**config.mk**
```make
export PLATFORM = sky130hd
export DESIGN_NAME = contrast_full_scale_stretch_unit
export DESIGN_NICKNAME = d
export VERILOG_FILES = /design/src/design/cfss_pkg.sv /design/src/design/cfss_ctrl.sv /design/src/design/cfss_dpath.sv /design/src/design/contrast_full_scale_stretch_unit.sv
export SDC_FILE = /design/constraint.sdc
export NUM_CORES = 1
export LEC_CHECK = 0
export BUFFER_PORTS_ARGS = -buffer_cell sky130_fd_sc_hd__buf_2
export CAP_MARGIN = 10
export CELL_PAD_IN_SITES_DETAIL_PLACEMENT = 1
export CELL_PAD_IN_SITES_GLOBAL_PLACEMENT = 1
export CORE_ASPECT_RATIO = 0.8
export CORE_MARGIN = 2
export CORE_UTILIZATION = 50
export CTS_BUF_LIST = sky130_fd_sc_hd__clkbuf_2
export DETAILED_ROUTE_END_ITERATION = 10
export GPL_ROUTABILITY_DRIVEN = 0
export PLACE_DENSITY = 0.94
export RECOVER_POWER = 50
export SETUP_SLACK_MARGIN = 0.5
export SLEW_MARGIN = 20
export SYNTH_ARGS = -nofsm -noshare
export SYNTH_HDL_FRONTEND = slang
export SYNTH_SLANG_ARGS = --single-unit
```
**constraint.sdc**
```tcl
create_clock -name clk -period 4.4 [get_ports clk]
set_input_delay 0.22 -clock clk [delete_from_list [all_inputs] [get_ports clk]]
set_output_delay 0.22 -clock clk [all_outputs]
set_load 0.01 [all_outputs]
```
**src/design/cfss_pkg.sv**
```systemverilog
// Shared types and constants for the full-scale contrast stretch unit.
package cfss_pkg;

  localparam int unsigned PIX_W     = 8;
  localparam int unsigned DIV_STEPS = PIX_W;
  localparam int unsigned CNT_W     = $clog2(DIV_STEPS);

  localparam logic [PIX_W-1:0] FULL_SCALE   = 8'd255;
  localparam logic [PIX_W-1:0] ZERO_LEVEL   = 8'd0;
  localparam logic [PIX_W-1:0] DARK_RESET   = 8'd255;
  localparam logic [PIX_W-1:0] BRIGHT_RESET = 8'd0;

  localparam logic OP_MEASURE = 1'b0;
  localparam logic OP_MAP     = 1'b1;

  localparam logic [CNT_W-1:0] LAST_STEP = CNT_W'(DIV_STEPS - 1);

  typedef enum logic [1:0] {
    S_IDLE,
    S_DIV,
    S_HOLD
  } state_t;

  typedef struct packed {
    logic measure;
    logic load;
    logic step;
    logic out_load;
  } cmd_t;

endpackage

```
**src/design/cfss_ctrl.sv**
```systemverilog
// Controller state machine that sequences measure updates, the divider and the output register.
module cfss_ctrl (
  input  logic          clk,
  input  logic          rst_n,
  input  logic          in_valid,
  input  logic          in_op,
  output logic          in_stall,
  output logic          out_valid,
  input  logic          out_stall,
  output cfss_pkg::cmd_t cmd
);
  import cfss_pkg::*;

  state_t           state_r, state_nxt;
  logic [CNT_W-1:0] count_r, count_nxt;
  logic             out_valid_r, out_valid_nxt;
  logic             in_xfer;
  logic             out_free;

  assign in_stall  = (state_r != S_IDLE);
  assign in_xfer   = in_valid && !in_stall;
  assign out_free  = !out_valid_r || !out_stall;
  assign out_valid = out_valid_r;

  always_comb begin
    state_nxt = state_r;
    count_nxt = count_r;
    case (state_r)
      S_IDLE: begin
        if (in_xfer && in_op == OP_MAP) begin
          state_nxt = S_DIV;
          count_nxt = '0;
        end
      end
      S_DIV: begin
        count_nxt = count_r + 1'b1;
        if (count_r == LAST_STEP) begin
          state_nxt = out_free ? S_IDLE : S_HOLD;
        end
      end
      S_HOLD: begin
        if (out_free) begin
          state_nxt = S_IDLE;
        end
      end
      default: begin
        state_nxt = S_IDLE;
        count_nxt = '0;
      end
    endcase
  end

  always_comb begin
    cmd = '0;
    case (state_r)
      S_IDLE: begin
        cmd.measure = in_xfer && in_op == OP_MEASURE;
        cmd.load    = in_xfer && in_op == OP_MAP;
      end
      S_DIV: begin
        cmd.step     = 1'b1;
        cmd.out_load = (count_r == LAST_STEP) && out_free;
      end
      S_HOLD: begin
        cmd.out_load = out_free;
      end
      default: begin
        cmd = '0;
      end
    endcase
  end

  always_comb begin
    out_valid_nxt = out_valid_r;
    if (cmd.out_load) begin
      out_valid_nxt = 1'b1;
    end else if (out_valid_r && !out_stall) begin
      out_valid_nxt = 1'b0;
    end
  end

  always_ff @(posedge clk) begin
    if (!rst_n) begin
      state_r     <= S_IDLE;
      count_r     <= '0;
      out_valid_r <= 1'b0;
    end else begin
      state_r     <= state_nxt;
      count_r     <= count_nxt;
      out_valid_r <= out_valid_nxt;
    end
  end

  a_load_when_free: assert property (@(posedge clk) disable iff (!rst_n)
    cmd.out_load |-> (!out_valid_r || !out_stall))
    else $error("Output register loaded while a result still waits.");

  a_idle_count_zero: assert property (@(posedge clk) disable iff (!rst_n)
    state_r == S_IDLE |-> count_r == '0)
    else $error("Step counter not at zero in idle.");

  a_hold_means_full: assert property (@(posedge clk) disable iff (!rst_n)
    state_r == S_HOLD |-> out_valid_r)
    else $error("Holding a result while the output register is empty.");

  a_last_step_done: assert property (@(posedge clk) disable iff (!rst_n)
    (state_r == S_DIV && count_r == LAST_STEP && out_free) |=>
      (state_r == S_IDLE && out_valid_r))
    else $error("Finished division did not reach the output register.");

endmodule

```
**src/design/cfss_dpath.sv**
```systemverilog
// Datapath with the end-point registers, a serial restoring divider and the output register.
module cfss_dpath (
  input  logic                          clk,
  input  logic                          rst_n,
  input  cfss_pkg::cmd_t                cmd,
  input  logic                          in_first_pixel,
  input  logic [cfss_pkg::PIX_W-1:0]    in_pixel_in,
  output logic [cfss_pkg::PIX_W-1:0]    out_pixel_out
);
  import cfss_pkg::*;

  logic [PIX_W-1:0]   lo_r, lo_nxt;
  logic [PIX_W-1:0]   hi_r, hi_nxt;
  logic [PIX_W-1:0]   rem_r, rem_nxt;
  logic [PIX_W-1:0]   nlo_r, nlo_nxt;
  logic [PIX_W-1:0]   span_r, span_nxt;
  logic [PIX_W-1:0]   q_r, q_nxt;
  logic               special_r, special_nxt;
  logic [PIX_W-1:0]   spec_val_r, spec_val_nxt;
  logic [PIX_W-1:0]   out_r, out_nxt;
  logic [PIX_W-1:0]   diff;
  logic [2*PIX_W-1:0] num;
  logic [PIX_W:0]     trial;
  logic [PIX_W:0]     trial_sub;
  logic               ge;

  assign diff      = in_pixel_in - lo_r;
  assign num       = {diff, {PIX_W{1'b0}}} - {{PIX_W{1'b0}}, diff};
  assign trial     = {rem_r, nlo_r[PIX_W-1]};
  assign trial_sub = trial - {1'b0, span_r};
  assign ge        = (trial >= {1'b0, span_r});

  always_comb begin
    lo_nxt = lo_r;
    hi_nxt = hi_r;
    if (cmd.measure) begin
      if (in_first_pixel) begin
        lo_nxt = in_pixel_in;
        hi_nxt = in_pixel_in;
      end else begin
        if (in_pixel_in < lo_r) begin
          lo_nxt = in_pixel_in;
        end
        if (in_pixel_in > hi_r) begin
          hi_nxt = in_pixel_in;
        end
      end
    end
  end

  always_comb begin
    rem_nxt      = rem_r;
    nlo_nxt      = nlo_r;
    span_nxt     = span_r;
    q_nxt        = q_r;
    special_nxt  = special_r;
    spec_val_nxt = spec_val_r;
    if (cmd.load) begin
      rem_nxt  = num[2*PIX_W-1:PIX_W];
      nlo_nxt  = num[PIX_W-1:0];
      span_nxt = hi_r - lo_r;
      if (hi_r <= lo_r || in_pixel_in <= lo_r) begin
        special_nxt  = 1'b1;
        spec_val_nxt = ZERO_LEVEL;
      end else if (in_pixel_in >= hi_r) begin
        special_nxt  = 1'b1;
        spec_val_nxt = FULL_SCALE;
      end else begin
        special_nxt  = 1'b0;
        spec_val_nxt = ZERO_LEVEL;
      end
    end else if (cmd.step) begin
      rem_nxt = ge ? trial_sub[PIX_W-1:0] : trial[PIX_W-1:0];
      nlo_nxt = {nlo_r[PIX_W-2:0], 1'b0};
      q_nxt   = {q_r[PIX_W-2:0], ge};
    end
  end

  always_comb begin
    out_nxt = out_r;
    if (cmd.out_load) begin
      if (special_r) begin
        out_nxt = spec_val_r;
      end else if (cmd.step) begin
        out_nxt = q_nxt;
      end else begin
        out_nxt = q_r;
      end
    end
  end

  always_ff @(posedge clk) begin
    if (!rst_n) begin
      lo_r <= DARK_RESET;
      hi_r <= BRIGHT_RESET;
    end else begin
      lo_r <= lo_nxt;
      hi_r <= hi_nxt;
    end
  end

  always_ff @(posedge clk) begin
    rem_r      <= rem_nxt;
    nlo_r      <= nlo_nxt;
    span_r     <= span_nxt;
    q_r        <= q_nxt;
    special_r  <= special_nxt;
    spec_val_r <= spec_val_nxt;
    out_r      <= out_nxt;
  end

  assign out_pixel_out = out_r;

endmodule

```
**src/design/contrast_full_scale_stretch_unit.sv**
```systemverilog
// Top level of the min-max contrast stretch unit for 8-bit grey pixels.
// A measure pixel is taken and yields no result; the next transfer can follow at once.
// A map pixel is loaded, then passes through 8 steps of the serial divider, one quotient bit each.
// The last divider step writes the output register, so a new pixel is taken while a result waits.
// If the output register is still full at that point, the result holds until it is taken.
// Synchronous active-low reset sets the darkest level to 255, the brightest to 0, and empties the output.
module contrast_full_scale_stretch_unit (
  input  logic                       clk,
  input  logic                       rst_n,
  input  logic                       in_valid,
  output logic                       in_stall,
  input  logic                       in_op,
  input  logic                       in_first_pixel,
  input  logic [cfss_pkg::PIX_W-1:0] in_pixel_in,
  output logic                       out_valid,
  input  logic                       out_stall,
  output logic [cfss_pkg::PIX_W-1:0] out_pixel_out
);
  import cfss_pkg::*;

  cmd_t cmd;

  cfss_ctrl u_ctrl (
    .clk       (clk),
    .rst_n     (rst_n),
    .in_valid  (in_valid),
    .in_op     (in_op),
    .in_stall  (in_stall),
    .out_valid (out_valid),
    .out_stall (out_stall),
    .cmd       (cmd)
  );

  cfss_dpath u_dpath (
    .clk            (clk),
    .rst_n          (rst_n),
    .cmd            (cmd),
    .in_first_pixel (in_first_pixel),
    .in_pixel_in    (in_pixel_in),
    .out_pixel_out  (out_pixel_out)
  );

endmodule
```
==> impl_metrics.toml, run 1 <==
[synth]
synth_xor_area_share_pct = 3.05
synth_edf_count = 34
syn_area_per_cell_sq_um = 9.58
synthArstFlopShare_pct = 0
synth_simple_gate_area_share_pct = 18.2
synth-compound-area-share_pct = 16.8
synth_warnings = 0
ys_ff_latch = 64
synthCells = 450
synth_nets = 506
ys_types = 69
syn_area_sq_um = 4310
synthAdderAreaFrac_pct = 12.7
synth_top_family_by_area = "simple AND/OR/NAND/NOR gates"
synth_mux_area_share_pct = 6.56
yosysSeqAreaShare_pct = 37.6
ys.flop_type = "edfxtp_1"

[die]
core_sq_um = 8410
ios = 24
die_w_microns = 108
rows = 30
die_y_microns = 87.0
die_area_sq_um = 9380
initial_core_util_pct = 51.3

[global_route]
overflow = 0
grt_max_degree = 31
antenna_found_initial = 0
grt_pass1_vias = 3699
grt_pass1_wl_microns = 18800
track_usage_pct = 26.4

[timing]
worst_pin_slew_ns = 0.914
timing.final.crit_share_pct = 71.1
hold_violations = 0
setup_tns_ns = 0
maxSlewViolCount = 0
rsz0062_at_grt = "false"
holdWs_ns = 0.0646
fmax_ghz = 0.320
fin_worst_skew_ns = 0.0297
slew_headroom_pct = 39.1
setup_viol_count_final = 0
fin_crit_ns = 3.13

[final_layout]
nFillCells = 982
areaGrowthSynthToFinish_pct = 9.99
n_antenna_cell = 0
drive_gt1_share_pct = 10.5
nets = 538
final_cell_count_no_fill = 599
final_util_pct = 56.4

[clock_network]
cts_max_level = 3
clock_sinks = 64
cts_buffers = 9
cts_tree = "done"
cts_root_buffer = "clkbuf_2"
clockBufferDepth = 2
cts.reportedPaths.clkPinSlew_ns = 0.20
clkLatencyLatePin_ns = 0.55
cts_setup_buffers = 0
cts_resized = 0

[routing]
ant_nets = 0
wire_per_inst_microns = 19.7
drt_pass1_iterations = 4
via_per_inst = 5.92
wl_microns = 11800
drt_iter0_markers = 176
vias = 3544
route.detailed.drc = 0

[setup_path]
cp-end-kind = "flop"
cp_max_fo = 24
required_ns = 4.85
path_class = "flop to flop"
start_kind = "flop"
worstPathArrival_ns = 3.58

[status]
status = "completed"

[pwr]
cellLeakagePower_nw = 2.02
ir_worst_vdd_v = 0.000192
power_density_nw_per_um2 = 466

[placed_design]
hpwlAfterDp_microns = 9000
io_buffers = 23
dp_cells = 574

[hold_path]
hp-class = "input pin to flop"

[flow_run]
cap_violations = 0
metal layers:
metal  global-route usage (%)  up-vias  part of all wire [%]
li1                         -     1689                     -
met1                     30.5     1744                    42
met2                     49.1       83                    52
met3                     5.09       28                   3.1
met4                     8.39        0                   2.3
met5                        0        -                     0
critical path, stage by stage, from the launching register on:
cell and delay (ns):
dfxtp_1 0.42, inv_1 0.08, ha_1 0.27, nand3_1 0.09, clkbuf_1 0.68, inv_1 0.68
o221ai_1 0.52, o21ai_0 0.14, and2_1 0.17
worst paths after layout:
path,start,endpoint,slack (ns),depth (start not counted)
setup reg to reg,u_ctrl.state_r[0],u_ctrl.state_r[0],1.27,8
setup / recovery,u_ctrl.state_r[0],u_ctrl.state_r[0],1.27,8
hold / removal,rst_n,u_dpath.lo_r[7],0.06,2
hold reg to reg,u_dpath.hi_r[1],u_dpath.hi_r[1],0.51,2
placed cells by master, fill, tap and decap left out, types with 3 or more instances in the layout:
cell type and count:
a211oi_1 7, a21boi_0 4, a21o_1 12, a21oi_1 17
buf_2 13, bufinv_16 3, clkbuf_1 11, clkbuf_2 9
dfxtp_1 30, dlygate4sd3_1 9, edfxtp_1 34, fa_1 3
ha_1 39, inv_1 37, inv_6 3, mux2_1 4
mux2_2 4, mux2i_1 17, nand2_1 51, nand2b_1 5
nand3_1 12, nand4_1 9, nor2_1 33, nor2b_1 10
nor3_1 5, o211ai_1 4, o21a_1 9, o21ai_0 20
o31a_1 3, o31ai_1 3, or3_1 4, xnor2_1 6
xor2_1 4
registers in the layout, summed over array words and instances, names as in the netlist, 2 cells and up:
signal and flops:
u_dpath.hi_r 8, u_dpath.lo_r 8, u_dpath.nlo_r 8, u_dpath.out_pixel_out 8
u_dpath.q_r 8, u_dpath.rem_r 8, u_dpath.span_r 8, u_ctrl.count_r 3
u_ctrl.state_r 2
synthesized netlist by cell type (6+ instances only):
library cell | n | area [sq um]
a211oi_1 | 7 | 52.6
a21o_1 | 12 | 90.1
a21oi_1 | 17 | 85.1
clkbuf_1 | 7 | 26.3
dfxtp_1 | 30 | 601
edfxtp_1 | 34 | 1020
ha_1 | 39 | 488
inv_1 | 37 | 139
mux2_2 | 8 | 90.1
mux2i_1 | 17 | 170
nand2_1 | 51 | 191
nand3_1 | 12 | 60.1
nand4_1 | 9 | 56.3
nor2_1 | 33 | 124
nor2b_1 | 10 | 62.6
o21a_1 | 9 | 67.6
o21ai_0 | 20 | 100
xnor2_1 | 6 | 52.6
per-stage QoR:
stage	setup WS (ns)	instance area [sq um]	total power, W
global placement	1.73	4500	0.00161
floorplan	1.98	4310	0.00145
CTS	1.46	4750	0.00221
global route	1.00	4740	0.00234
detailed placement	1.46	4500	0.00171
finish	1.27	4740	0.00221
power breakdown:
part / total [W] / internal [W] / leakage (nW) / switching, W
sequential: 0.000840 / 0.000778 / 0.563 / 0.0000620
clock: 0.000497 / 0.000252 / 0.0975 / 0.000245
combinational: 0.000871 / 0.000335 / 1.36 / 0.000536
total: 0.00221 / 0.00136 / 2.02 / 0.000843
layout make-up:
type	instances	area [sq um]	area share [%]
clock buffers	9	45.0	0.950
clock inverters	7	125	2.64
inverters	37	139	2.93
well taps	112	140	2.96
multi-input cells	337	2470	52.2
repair buffers	33	196	4.14
flip-flops and latches	64	1620	34.2
cells by family after synthesis:
family / count (synthesis)
AO/OA/AOI/OAI: 104
XOR/XNOR: 12
adder cells (fa/ha/maj): 42
buffers and inverters: 49
flip-flops: 64
multiplexers: 26
AND/OR/NAND/NOR: 153
timing repair:
action	CTS	global route
hold endpoints to repair	14	1
setup endpoints to repair	0	0
hold buffers	8	1
No activity file was read; power rests on OpenSTA's default activity.
==> inputs of run 2 (changes only) <==
clock period = 2.9 ns   (was 4.4 ns; I/O delays follow)
==> run 2 against run 1 <==
Worst setup slack worse by 0.97 ns. Critical path type unchanged. Final area increased by 12%. Die area unchanged. Largest cell class unchanged. Fmax is 20% higher. Non-clock buffer count is 36 higher. Clock skew grew 0.0072 ns. First-iteration DRC count up 94%. Largest power group unchanged. Utilization rose by 6.6 points. Global-route usage grew 4.8 points.
==> impl_metrics.toml, run 2 (same netlist as run 1, synthesis figures left out) <==
[setup_path]
r2r_cells = 10
required_ns = 3.32
cp-end-kind = "flop"
worstReg2RegEnd = "u_dpath.rem_r[0]"
cp_max_fo = 4
worstPathArrival_ns = 3.02
path_class = "flop to flop"
start_kind = "flop"
setup.worst_path.end = "u_dpath.rem_r[0]"
r2r_slack_ns = 0.30
crit_start = "u_dpath.lo_r[0]"
r2r_start = "u_dpath.lo_r[0]"

[global_route]
grt_max_degree = 31
overflow = 0
antenna_found_initial = 0
grt_pass1_vias = 4199
track_usage_pct = 31.2
grt_pass1_wl_microns = 21800

[clock_network]
cts_root_buffer = "clkbuf_2"
cts_tree = "done"
cts_max_level = 3
cts_buffers = 9
clock_sinks = 64
clockBufferDepth = 2
cts.reportedPaths.clkPinSlew_ns = 0.21
clkLatencyLatePin_ns = 0.56

[final_layout]
n_antenna_cell = 0
nFillCells = 939
drive_gt1_share_pct = 23.9
layout_commonest_cell = "nand2_1"
final_util_pct = 63.0
mostFrequentLayoutCells = "47 x nand2_1, 34 x inv_1, 34 x edfxtp_1"
nets = 574
areaGrowthSynthToFinish_pct = 22.9

[hold_path]
hold_path.startpoint = "in_pixel_in[0]"
whs_path_depth = 3
hp-class = "input pin to flop"

[pwr]
power_density_nw_per_um2 = 673
ir_worst_vdd_v = 0.000336
cellLeakagePower_nw = 2.20

[routing]
vias = 4029
wl_microns = 16100
wire_per_inst_microns = 25.3
route.detailed.drc = 0
ant_nets = 0
via_per_inst = 6.34
drt_iter0_markers = 341
drt_pass1_iterations = 4

[placed_design]
dpl_worst_slack_ns = 0.125
io_buffers = 23
hpwlAfterDp_microns = 9360

[timing]
worst_slack_ns = 0.300
fmax_ghz = 0.385
hold_violations = 0
fin_crit_ns = 2.60
holdWs_ns = 0.0189
worst_pin_slew_ns = 0.913
slew_headroom_pct = 39.2
rsz0062_at_grt = "true"
setup_viol_count_final = 0
timing.final.crit_share_pct = 89.7
fin_worst_skew_ns = 0.0369
maxSlewViolCount = 0
setup_tns_ns = 0

[die]
core_sq_um = 8410
ios = 24
rows = 30
initial_core_util_pct = 51.3
die_area_sq_um = 9380
die_y_microns = 87.0
die_w_microns = 108

[status]
status = "completed"

[flow_run]
cap_violations = 0
run 2: worst min path at each step:
stage / to / slack [ns]
after floorplan: u_dpath.lo_r[1] / 0.27
after global placement: u_dpath.hi_r[0] / 0.41
after detailed placement: u_dpath.hi_r[0] / 0.42
after CTS: u_dpath.lo_r[0] / 0.05
after global routing: u_dpath.lo_r[0] / 0.01
final: u_dpath.lo_r[0] / 0.02
run 2: cell type report:
| class | instances | area (sq um) | share of cell area (%) |
|---|---|---|---|
| repair buffers | 69 | 504 | 9.52 |
| clock inverters | 5 | 33.8 | 0.638 |
| clock buffers | 11 | 55.1 | 1.04 |
| multi-input cells | 337 | 2800 | 52.9 |
| well taps | 112 | 140 | 2.65 |
| inverters | 37 | 139 | 2.62 |
| flip-flops and latches | 64 | 1620 | 30.6 |
run 2: report_power, final:
| part | internal, W | switching, W | total [W] | leakage (nW) |
|---|---|---|---|---|
| Sequential | 0.00118 | 0.000110 | 0.00129 | 0.562 |
| Combinational | 0.000723 | 0.00105 | 0.00178 | 1.58 |
| Clock | 0.000118 | 0.000378 | 0.000496 | 0.0596 |
| Total | 0.00202 | 0.00154 | 0.00356 | 2.20 |
run 2: per-stage QoR:
step,total power (W),cell area [sq um],std cells
2_1_floorplan,0.00220,4310,450
6_report,0.00356,5300,635
3_3_place_gp,0.00244,4510,576
4_1_cts,0.00321,4980,615
3_5_place_dp,0.00260,4510,576
5_1_grt,0.00369,5300,635
run 2: timing repair:
action,4_1_cts,5_1_grt
resized for setup,41,41
endpoints found under the hold margin,16,0
buffers inserted,13,20
endpoints found under the setup margin,23,27
hold buffers,10,0
pin swaps,13,19
run 2: per-layer routing:
layer	GRT usage (%)	vias up	routed length [microns]
met5	0	-	0
met4	18.3	0	978
met3	7.93	86	870
met2	54.7	186	8230
met1	34.3	1993	5990
li1	-	1764	-
run 2: worst max-delay path: stages, from the launching register on:
cell,delay (ns)
dfxtp_1,0.40
ha_1,0.25
inv_2,0.06
fa_2,0.41
xnor2_4,0.20
nand2b_1,0.12
mux2i_4,0.20
buf_4,0.16
nand4_4,0.11
or3_1,0.42
a31oi_1,0.16
